<file path="src/rtl/gvca_pkg.sv">
// Shared types, constants and helpers for the grid vertex cluster assign block.
package gvca_pkg;

  localparam int MAX_RES     = 16;
  localparam int MAX_CELLS   = 4096;
  localparam int VERTEX_BITS = 20;
  localparam int COORD_BITS  = 24;
  localparam int CELL_BITS   = 12;
  localparam int RES_BITS    = 5;
  localparam int CRD_BITS    = 4;
  localparam int HALF_BITS   = 5;
  localparam int SCALE_BITS  = 24;
  localparam int SUM_BITS    = 44;
  localparam int CNT_BITS    = 21;
  localparam int CTR_BITS    = 13;
  localparam int PROD_BITS   = 48;
  localparam int DIST_BITS   = 50;

  localparam logic [CTR_BITS-1:0] CTR_MAX = 13'd8191;
  localparam logic [CNT_BITS-1:0] CNT_MAX = 21'h1FFFFF;
  localparam logic [SUM_BITS-1:0] SUM_MAX = 44'hFFFFFFFFFFF;

  localparam logic [2:0] CFG_RES_X   = 3'd0;
  localparam logic [2:0] CFG_RES_Y   = 3'd1;
  localparam logic [2:0] CFG_RES_Z   = 3'd2;
  localparam logic [2:0] CFG_SCALE_X = 3'd3;
  localparam logic [2:0] CFG_SCALE_Y = 3'd4;
  localparam logic [2:0] CFG_SCALE_Z = 3'd5;

  localparam logic OP_ASSOC = 1'b0;
  localparam logic OP_READ  = 1'b1;

  typedef struct packed {
    logic                   op;
    logic [VERTEX_BITS-1:0] vertex_id;
    logic [COORD_BITS-1:0]  pos_x;
    logic [COORD_BITS-1:0]  pos_y;
    logic [COORD_BITS-1:0]  pos_z;
    logic [CELL_BITS-1:0]   cell_addr;
  } in_t;

  typedef struct packed {
    logic [VERTEX_BITS-1:0] vertex_out;
    logic [CELL_BITS-1:0]   cell_index;
    logic [CELL_BITS-1:0]   cluster_id;
    logic                   created;
    logic                   cell_has_cluster;
    logic [SUM_BITS-1:0]    sum_x;
    logic [SUM_BITS-1:0]    sum_y;
    logic [SUM_BITS-1:0]    sum_z;
    logic [CNT_BITS-1:0]    member_count;
    logic [CTR_BITS-1:0]    clusters_made;
  } out_t;

  typedef struct packed {
    logic                  valid;
    logic [CELL_BITS-1:0]  cluster;
    logic [CNT_BITS-1:0]   members;
    logic [SUM_BITS-1:0]   acc_z;
    logic [SUM_BITS-1:0]   acc_y;
    logic [SUM_BITS-1:0]   acc_x;
    logic [COORD_BITS-1:0] repr_z;
    logic [COORD_BITS-1:0] repr_y;
    logic [COORD_BITS-1:0] repr_x;
  } cell_t;

  typedef enum logic [1:0] {
    RD_CAND,
    RD_BEST,
    RD_ADDR
  } rd_sel_t;

  typedef struct packed {
    logic                 load_in;
    logic                 half_en;
    logic                 sq_en;
    logic [1:0]           axis;
    logic [2:0]           cand;
    logic                 rd_en;
    rd_sel_t              rd_sel;
    logic                 take_best;
    logic                 wr_clear;
    logic [CELL_BITS-1:0] clr_addr;
    logic                 wr_update;
    logic                 load_out_read;
  } cmd_t;

  typedef struct packed {
    logic op;
    logic cand_ok;
    logic rd_valid;
    logic better;
    logic found;
  } sts_t;

  function automatic logic [RES_BITS-1:0] eff_res(input logic [RES_BITS-1:0] r);
    if (r == '0) begin
      return RES_BITS'(1);
    end else if (r > RES_BITS'(MAX_RES)) begin
      return RES_BITS'(MAX_RES);
    end
    return r;
  endfunction

  function automatic logic [CELL_BITS-1:0] cell_idx(input logic [CRD_BITS-1:0] x,
                                                    input logic [CRD_BITS-1:0] y,
                                                    input logic [CRD_BITS-1:0] z,
                                                    input logic [RES_BITS-1:0] rx,
                                                    input logic [RES_BITS-1:0] ry);
    logic [2*RES_BITS-1:0] rxy;
    logic [CELL_BITS+1:0]  s;
    rxy = {{RES_BITS{1'b0}}, rx} * {{RES_BITS{1'b0}}, ry};
    s = (CELL_BITS+2)'(x)
      + (CELL_BITS+2)'(y) * (CELL_BITS+2)'(rx)
      + (CELL_BITS+2)'(z) * (CELL_BITS+2)'(rxy);
    return s[CELL_BITS-1:0];
  endfunction

endpackage

</file>
<file path="src/rtl/gvca_ctrl.sv">
// Sequencer for associate and read transactions, plus the post-reset clearing sweep.
module gvca_ctrl (
  input  logic              clk,
  input  logic              rst,
  input  logic              in_valid,
  output logic              in_ready,
  output logic              out_valid,
  input  logic              out_ready,
  input  gvca_pkg::sts_t    sts,
  output gvca_pkg::cmd_t    cmd
);

  typedef enum logic [3:0] {
    S_CLEAR, S_IDLE, S_HALF, S_CAND, S_CWAIT, S_SQ, S_CMP,
    S_DEC, S_BWAIT, S_FIN, S_RRD, S_RWAIT, S_RFIN
  } state_t;

  state_t                         state;
  logic [1:0]                     axis;
  logic [2:0]                     cand;
  logic [gvca_pkg::CELL_BITS-1:0] clr_addr;
  logic                           out_free;

  assign in_ready = (state == S_IDLE);
  assign out_free = !out_valid || out_ready;

  always_comb begin
    cmd = '0;
    cmd.axis = axis;
    cmd.cand = cand;
    cmd.clr_addr = clr_addr;
    cmd.rd_sel = gvca_pkg::RD_CAND;
    case (state)
      S_CLEAR: cmd.wr_clear = 1'b1;
      S_IDLE:  cmd.load_in = in_valid;
      S_HALF:  cmd.half_en = 1'b1;
      S_CAND:  cmd.rd_en = sts.cand_ok;
      S_SQ:    cmd.sq_en = 1'b1;
      S_CMP:   cmd.take_best = sts.better;
      S_DEC: begin
        cmd.rd_en = sts.found;
        cmd.rd_sel = gvca_pkg::RD_BEST;
      end
      S_FIN:   cmd.wr_update = out_free;
      S_RRD: begin
        cmd.rd_en = 1'b1;
        cmd.rd_sel = gvca_pkg::RD_ADDR;
      end
      S_RFIN:  cmd.load_out_read = out_free;
      default: ;
    endcase
  end

  always_ff @(posedge clk) begin
    if (rst) begin
      state <= S_CLEAR;
      axis <= '0;
      cand <= '0;
      clr_addr <= '0;
      out_valid <= 1'b0;
    end else begin
      if (out_valid && out_ready) begin
        out_valid <= 1'b0;
      end
      case (state)
        S_CLEAR: begin
          clr_addr <= clr_addr + 1'b1;
          if (&clr_addr) begin
            state <= S_IDLE;
          end
        end
        S_IDLE: begin
          axis <= '0;
          cand <= '0;
          if (in_valid) begin
            state <= (sts.op == gvca_pkg::OP_READ) ? S_RRD : S_HALF;
          end
        end
        S_HALF: begin
          axis <= axis + 1'b1;
          if (axis == 2'd2) begin
            state <= S_CAND;
          end
        end
        S_CAND: begin
          if (sts.cand_ok) begin
            state <= S_CWAIT;
          end else if (&cand) begin
            state <= S_DEC;
          end else begin
            cand <= cand + 1'b1;
          end
        end
        S_CWAIT: begin
          axis <= '0;
          if (sts.rd_valid) begin
            state <= S_SQ;
          end else if (&cand) begin
            state <= S_DEC;
          end else begin
            cand <= cand + 1'b1;
            state <= S_CAND;
          end
        end
        S_SQ: begin
          axis <= axis + 1'b1;
          if (axis == 2'd2) begin
            state <= S_CMP;
          end
        end
        S_CMP: begin
          if (&cand) begin
            state <= S_DEC;
          end else begin
            cand <= cand + 1'b1;
            state <= S_CAND;
          end
        end
        S_DEC:   state <= sts.found ? S_BWAIT : S_FIN;
        S_BWAIT: state <= S_FIN;
        S_FIN: begin
          if (out_free) begin
            out_valid <= 1'b1;
            state <= S_IDLE;
          end
        end
        S_RRD:   state <= S_RWAIT;
        S_RWAIT: state <= S_RFIN;
        S_RFIN: begin
          if (out_free) begin
            out_valid <= 1'b1;
            state <= S_IDLE;
          end
        end
        default: state <= S_IDLE;
      endcase
    end
  end

endmodule

</file>
<file path="config.mk">
export PLATFORM = sky130hd
export DESIGN_NAME = gvca_ctrl
export DESIGN_NICKNAME = d
export VERILOG_FILES = /design/src/rtl/gvca_pkg.sv /design/src/rtl/gvca_ctrl.sv
export SDC_FILE = /design/constraint.sdc
export NUM_CORES = 1
export LEC_CHECK = 0
export CORE_ASPECT_RATIO = 1.2
export CORE_UTILIZATION = 40
export CTS_BUF_LIST = sky130_fd_sc_hd__clkbuf_2 sky130_fd_sc_hd__clkbuf_4 sky130_fd_sc_hd__clkbuf_8
export CTS_CLUSTER_DIAMETER = 120
export DETAILED_ROUTE_END_ITERATION = 6
export DONT_BUFFER_PORTS = 1
export PLACE_DENSITY = 0.59
export REMOVE_ABC_BUFFERS = 1
export SKIP_LAST_GASP = 1
export SYNTH_ARGS = -nofsm -noshare
export SYNTH_HDL_FRONTEND = slang
export SYNTH_SLANG_ARGS = --single-unit
</file>
<file path="constraint.sdc">
create_clock -name clk -period 1.8 [get_ports clk]
set_input_delay 0.45 -clock clk [delete_from_list [all_inputs] [get_ports clk]]
set_output_delay 0.45 -clock clk [all_outputs]
set_load 0.005 [all_outputs]
</file>
==> results of run 1 <==
==> state kept, by name, summed over array words and instances, names as in the netlist <==
| register | count |
|---|---|
| axis | 2 |
| cand | 3 |
| clr_addr | 12 |
| out_valid | 1 |
| state | 4 |
==> per-stage QoR <==
step	util, %	worst slack [ns]
after global placement	48.0	0.104
after global routing	50.7	-0.0567
after CTS	49.3	0.00179
after floorplan	-	-0.0348
after detailed placement	48.0	0.0259
final	50.7	0.0253
==> path summary, 6_finish.rpt <==
check	from	to	slack [ns]	depth (start not counted)
min	rst	state[3]$_SDFFE_PP0P_	0.20	1
min reg2reg	cand[1]$_SDFFE_PP0P_	cand[1]$_SDFFE_PP0P_	0.49	2
max	state[0]$_SDFFE_PP0P_	cmd[1]	0.03	3
max reg2reg	cand[1]$_SDFFE_PP0P_	cand[0]$_SDFFE_PP0P_	0.07	6
==> cells in the final DEF (no fill, tap or decap), types with 2 or more instances in the layout <==
| master | Yosys | layout |
|---|---|---|
| mux2i_1 | 3 | 3 |
| nand4_1 | 6 | 6 |
| ha_1 | 5 | 5 |
| xor2_1 | 9 | 9 |
| buf_4 | 1 | 22 |
| dfxtp_4 | 0 | 2 |
| a211oi_1 | 3 | 2 |
| nand2_1 | 18 | 18 |
| a21oi_1 | 19 | 19 |
| o21ai_0 | 9 | 9 |
| nand3_1 | 7 | 7 |
| dfxtp_1 | 22 | 19 |
| nor2_1 | 22 | 22 |
| o2111ai_1 | 2 | 2 |
| nand2b_1 | 3 | 2 |
| and4_1 | 2 | 2 |
| o21ai_1 | 2 | 2 |
| a31oi_1 | 3 | 2 |
| inv_1 | 4 | 3 |
| and3_1 | 2 | 2 |
| nor3_1 | 5 | 5 |
| or3_1 | 2 | 2 |
| nor2b_1 | 3 | 2 |
| and2_1 | 3 | 3 |
| clkbuf_4 | 0 | 3 |
| a32oi_1 | 2 | 2 |
==> timing repair <==
| action | in CTS | in global routing |
|---|---|---|
| endpoints found under the setup margin | 9 | 9 |
| buffers inserted | 1 | 2 |
| gates cloned | 0 | 0 |
| pin swaps | 1 | 2 |
| gates resized for setup | 4 | 8 |
==> final cells by class <==
type | count | area, µm² | area share (%)
Tap cell | 36 | 45.0 | 2.83
Inverter | 4 | 15.0 | 0.944
Sequential cell | 22 | 449 | 28.2
Multi-Input combinational cell | 141 | 882 | 55.5
Clock buffer | 3 | 22.5 | 1.42
Timing Repair Buffer | 23 | 176 | 11.1
==> critical path: cells and delay by family (launching register included) <==
kind	cells	cell delay (ns)
flip-flops	1	0.37
buffers and inverters	1	0.19
AND/OR/NAND/NOR	2	0.48
==> power breakdown <==
group | internal, µW | switching [µW]
Clock | 77.8 | 129
Combinational | 555 | 619
Sequential | 565 | 94.0
Total | 1200 | 842
==> cell usage after synthesis (2+ instances only) <==
master / count
and3_1: 2
o21ai_1: 2
and4_1: 2
mux2i_1: 3
xor2_1: 9
nand3_1: 7
nor2b_1: 3
and2_1: 3
o21ai_0: 9
nor3_1: 5
o2111ai_1: 2
nor2_1: 22
a32oi_1: 2
or3_1: 2
a211oi_1: 3
nand2_1: 18
dfxtp_1: 22
a21oi_1: 19
nand2b_1: 3
ha_1: 5
inv_1: 4
nand4_1: 6
clkbuf_1: 9
a31oi_1: 3
==> layer usage <==
layer / global-route usage [%] / share of wire, % / up-vias
met2: 33.4 / 50 / 32
met1: 21.9 / 43 / 587
met4: 8.44 / 2.0 / 0
met3: 2.55 / 4.7 / 6
li1: - / - / 672
met5: 0 / 0 / -
==> cell families (layout without fill, tap and decap cells) <==
family	Yosys count	in the layout	share of synthesized area (%)
and+or+nand+nor	78	78	29.6
AOI/OAI and AO/OA	45	45	20.4
DFF	22	22	32.6
buffers and inverters	14	30	4.16
xor gates and xnor gates	10	10	6.48
adders and majority gates	5	5	4.63
muxes	3	3	2.22
==> metrics.md, run 1 <==
| Metric | Value |
|---|---|
| Status | `finished, final reports clean` |
| VDD IR-drop max | `0.807 mV` |
| # placed instances | `223` |
| First-pass detailed-route iteration total | `4` |
| WL/cell | `14.1 µm` |
| Die width | `55.1 µm` |
| Worst path slowest cell | `nor4_1` |
| Power Density | `1280 mW/mm²` |
| Initial Util | `43.1%` |
| RSZ-0062 raised after global routing | `yes` |
| Max Freq | `563 MHz` |
| Synth top area share | `32.6%` |
| Routed Antenna Nets | `0` |
| Residual DRC count | `0` |
| Crit path kind | `reg2out` |
| Overall routing resource usage | `19.1%` |
| Static leakage | `0.000603 µW` |
| Initial antenna violation count | `0` |
| Synth area leader | `dfxtp_1` |
| Via count | `1297` |
| HP Class | `in2reg` |
| Design Area, Final | `0.00159 mm²` |
| CP max stage delay | `0.42 ns` |
| Async SR Flop Fraction | `0%` |
| Setup tns final | `0 ns` |
| Layout area overhead | `17.6%` |
| I/O pin count | `38` |
| Smallest hold slack | `0.202 ns` |
| DRT iter0 DRCs | `23` |
| Synth area leaders | `dfxtp_1, a21oi_1, nor2_1` |
| DIE AREA | `0.00362 mm²` |
| Diodes inserted | `0` |
| Worst Skew | `0.000364 ns` |
| Slew HR | `63.8%` |
| Worst Setup End Kind | `output port` |
| Tmin final | `1.77 ns` |
| Layout cell share with drive strength beyond 1 | `19.2%` |
| Post-synthesis sequential element count | `22` |
| Placed cell areas | `0.00151 mm²` |
| Post-synth EDFFs | `0` |
| Finish-stage setup viols | `0` |
| CTS tree | `yes` |
| CTS Hold Bufs | `0` |
| First-pass GRT wire length | `5.15 mm` |
| Via density | `5.66` |
| Pwr Total | `2040 µW` |
| Core region area | `0.00314 mm²` |
| Final Cycle Share | `98.6%` |
| FP Rows | `22` |
| Cell Area, Synth | `0.00135 mm²` |
| Startpoint Class | `register` |
| Syn avg cell area | `7.64 µm²` |
| H-tree levels | `1` |
| Hold Fails Final Rpt | `0` |
| Fin cells | `229` |
| CTS Buffer Depth | `2` |
| Sequential fraction of the synthesis area | `32.6%` |
| Worst Max-Slew Pin Slew | `0.539 ns` |
| Grt ovf | `0` |
| Synth cell types | `36` |
| Die height | `65.7 µm` |
| CP max FO | `12` |
| Total Wirelength | `3.23 mm` |
| Post-detail-place hpwl | `2.48 mm` |
| RD Place Congestion | `0.771` |
| Fill cells | `323` |
| IO Port Bufs | `0` |
| Pin count of the biggest net entering global routing | `23` |
| Clock Latency Late Sink | `0.29 ns` |
| Crit-path cells | `buf_4 > nand2_1 > nor4_1` |
| Yosys Warn Count | `0` |
| Main flop type after synthesis | `dfxtp_1` |
| Clock Pin Slew Worst Setup and Hold Paths | `0.11 ns` |
| Post-Syn Instances | `177` |
| CTS Buf Count | `3` |
| Max-slew violations | `0` |
| Vias in the first global route | `1228` |
| Worst path arrival time | `1.32 ns` |
| Root Buffer | `clkbuf_4` |
| Number of clock sinks | `22` |
| Number of max-cap violations | `0` |
| Worst endpoint required time | `1.35 ns` |
| NumNets Final | `209` |
No activity file was read; power rests on OpenSTA's default activity.
==> run 2, diff against run 1 <==
--- a/config.mk
+++ b/config.mk
@@ -11,7 +11,7 @@
 export CTS_CLUSTER_DIAMETER = 120
 export DETAILED_ROUTE_END_ITERATION = 6
 export DONT_BUFFER_PORTS = 1
-export PLACE_DENSITY = 0.59
+export PLACE_DENSITY = 0.57
 export REMOVE_ABC_BUFFERS = 1
 export SKIP_LAST_GASP = 1
 export SYNTH_ARGS = -nofsm -noshare
==> constraint.sdc (replaced) <==
create_clock -name clk -period 1.95 [get_ports clk]
set_input_delay 0.4875 -clock clk [delete_from_list [all_inputs] [get_ports clk]]
set_output_delay 0.4875 -clock clk [all_outputs]
set_load 0.005 [all_outputs]
==> metrics.md, run 2 (same netlist as run 1, synthesis figures left out) <==
| Metric | Value |
|---|---|
| DRT iter0 DRCs | `21` |
| Tmin final | `1.89 ns` |
| Startpoint Class | `register` |
| HP Class | `in2reg` |
| Worst Setup End Kind | `output port` |
| Max reg flops | `12` |
| Largest reg by FF count | `clr_addr` |
| Clock Pin Slew Worst Setup and Hold Paths | `0.12 ns` |
| Pin count of the biggest net entering global routing | `23` |
| Residual DRC count | `0` |
| Fin cells | `218` |
| RSZ-0062 raised after global routing | `yes` |
| CTS Buf Count | `3` |
| Grt ovf | `0` |
| VDD IR-drop max | `0.603 mV` |
| H-tree levels | `1` |
| Clock Latency Late Sink | `0.30 ns` |
| Reg2reg start | `cand[0]$_SDFFE_PP0P_` |
| RD Place Congestion | `0.811` |
| CTS Hold Bufs | `0` |
| Hold Fails Final Rpt | `0` |
| Min setup slack post-route | `0.0627 ns` |
| Most frequent cells in the layout | `nor2_1, a21oi_1, nand2_1, dfxtp_1, buf_4` |
| First-pass detailed-route iteration total | `4` |
| First-pass GRT wire length | `4.96 mm` |
| Worst Skew | `0.0109 ns` |
| Largest registers | `clr_addr (12), state (4), cand (3)` |
| FP Rows | `22` |
| Setup tns final | `0 ns` |
| Worst endpoint required time | `1.46 ns` |
| Commonest non-fill, non-tap cell in the layout | `nor2_1` |
| Overall routing resource usage | `18.5%` |
| Number of max-cap violations | `0` |
| Final Cycle Share | `96.8%` |
| Fill cells | `339` |
| Layout cell share with drive strength beyond 1 | `13.2%` |
| Slew HR | `74.6%` |
| Power Density | `1190 mW/mm²` |
| CTS tree | `yes` |
| HP Start | `rst` |
| Initial Util | `43.1%` |
| Design Area, Final | `0.00149 mm²` |
| I/O pin count | `38` |
| Vias in the first global route | `1134` |
| Core region area | `0.00314 mm²` |
| Via density | `5.86` |
| NumNets Final | `197` |
| # placed instances | `214` |
| Number of clock sinks | `22` |
| Finish-stage setup viols | `0` |
| Static leakage | `0.000543 µW` |
| Root Buffer | `clkbuf_4` |
| Layout area overhead | `10.5%` |
| Placement Setup Slack | `0.133 ns` |
| CTS Buffer Depth | `2` |
| Via count | `1278` |
| Max Freq | `530 MHz` |
| DIE AREA | `0.00362 mm²` |
| Status | `finished, final reports clean` |
| Crit path kind | `reg2out` |
| Total Wirelength | `3.21 mm` |
| Initial antenna violation count | `0` |
| Routed Antenna Nets | `0` |
| IO Port Bufs | `0` |
| CP Launch Point | `state[0]$_SDFFE_PP0P_` |
| Pwr Total | `1780 µW` |
| Max-slew violations | `0` |
| Post-detail-place hpwl | `2.38 mm` |
| Die height | `65.7 µm` |
| CP max FO | `6` |
| Worst Max-Slew Pin Slew | `0.377 ns` |
| Diodes inserted | `0` |
| Worst path arrival time | `1.40 ns` |
| Placed cell areas | `0.00144 mm²` |
| WL/cell | `14.7 µm` |
| Die width | `55.1 µm` |
-- run 2: cell types whose count changed in the layout (fill, tap and decap cells not counted), sizes merged --
cell,delta
buf,-12
clkbuf,+1
-- run 2: final timing paths --
| check | endpoint | slack [ns] | depth (start not counted) |
|---|---|---|---|
| min reg2reg | cand[1]$_SDFFE_PP0P_ | 0.50 | 2 |
| max reg2reg | cand[0]$_SDFFE_PP0P_ | 0.14 | 6 |
| max | cmd[18] | 0.06 | 5 |
| min | axis[0]$_SDFFE_PP0P_ | 0.23 | 1 |
-- run 2: routing by layer --
layer | vias up | GRT usage, % | wire [µm]
met2 | 33 | 31.6 | 1570
met3 | 2 | 3.24 | 169
met4 | 0 | 6.88 | 23
met1 | 599 | 22.2 | 1450
met5 | - | 0 | 0
li1 | 644 | - | -
-- run 2: layout make-up --
| cell class | instances | area, µm² | share of cell area (%) |
|---|---|---|---|
| clock buffer | 4 | 36.3 | 2.43 |
| inverter | 4 | 15.0 | 1.01 |
| multi-input combinational | 141 | 863 | 57.8 |
| sequential | 22 | 448 | 30.0 |
| tap | 36 | 45.0 | 3.02 |
| timing repair buffer | 11 | 86.3 | 5.78 |
-- run 2: critical path, cell delays in order, from the launching register on --
cell	delay [ns]
dfxtp_2	0.41
nor2b_2	0.29
nand2_1	0.08
a21oi_1	0.14
a31oi_1	0.05
nor2_1	0.13
-- run 2: through the flow --
step / hold WS, ns / util, %
floorplan: 0.458 / -
global placement: 0.487 / 45.9
detailed placement: 0.489 / 45.9
CTS: 0.217 / 47.2
global route: 0.201 / 47.6
finish: 0.231 / 47.6
-- run 2: timing repair --
action	4_1_cts	5_1_grt
buffers inserted	0	0
gates resized for setup	3	5
endpoints found under the setup margin	6	7
-- run 2: power breakdown --
| part | internal (µW) | switching, µW |
|---|---|---|
| clock | 114 | 129 |
| combinational | 389 | 517 |
| sequential | 522 | 111 |
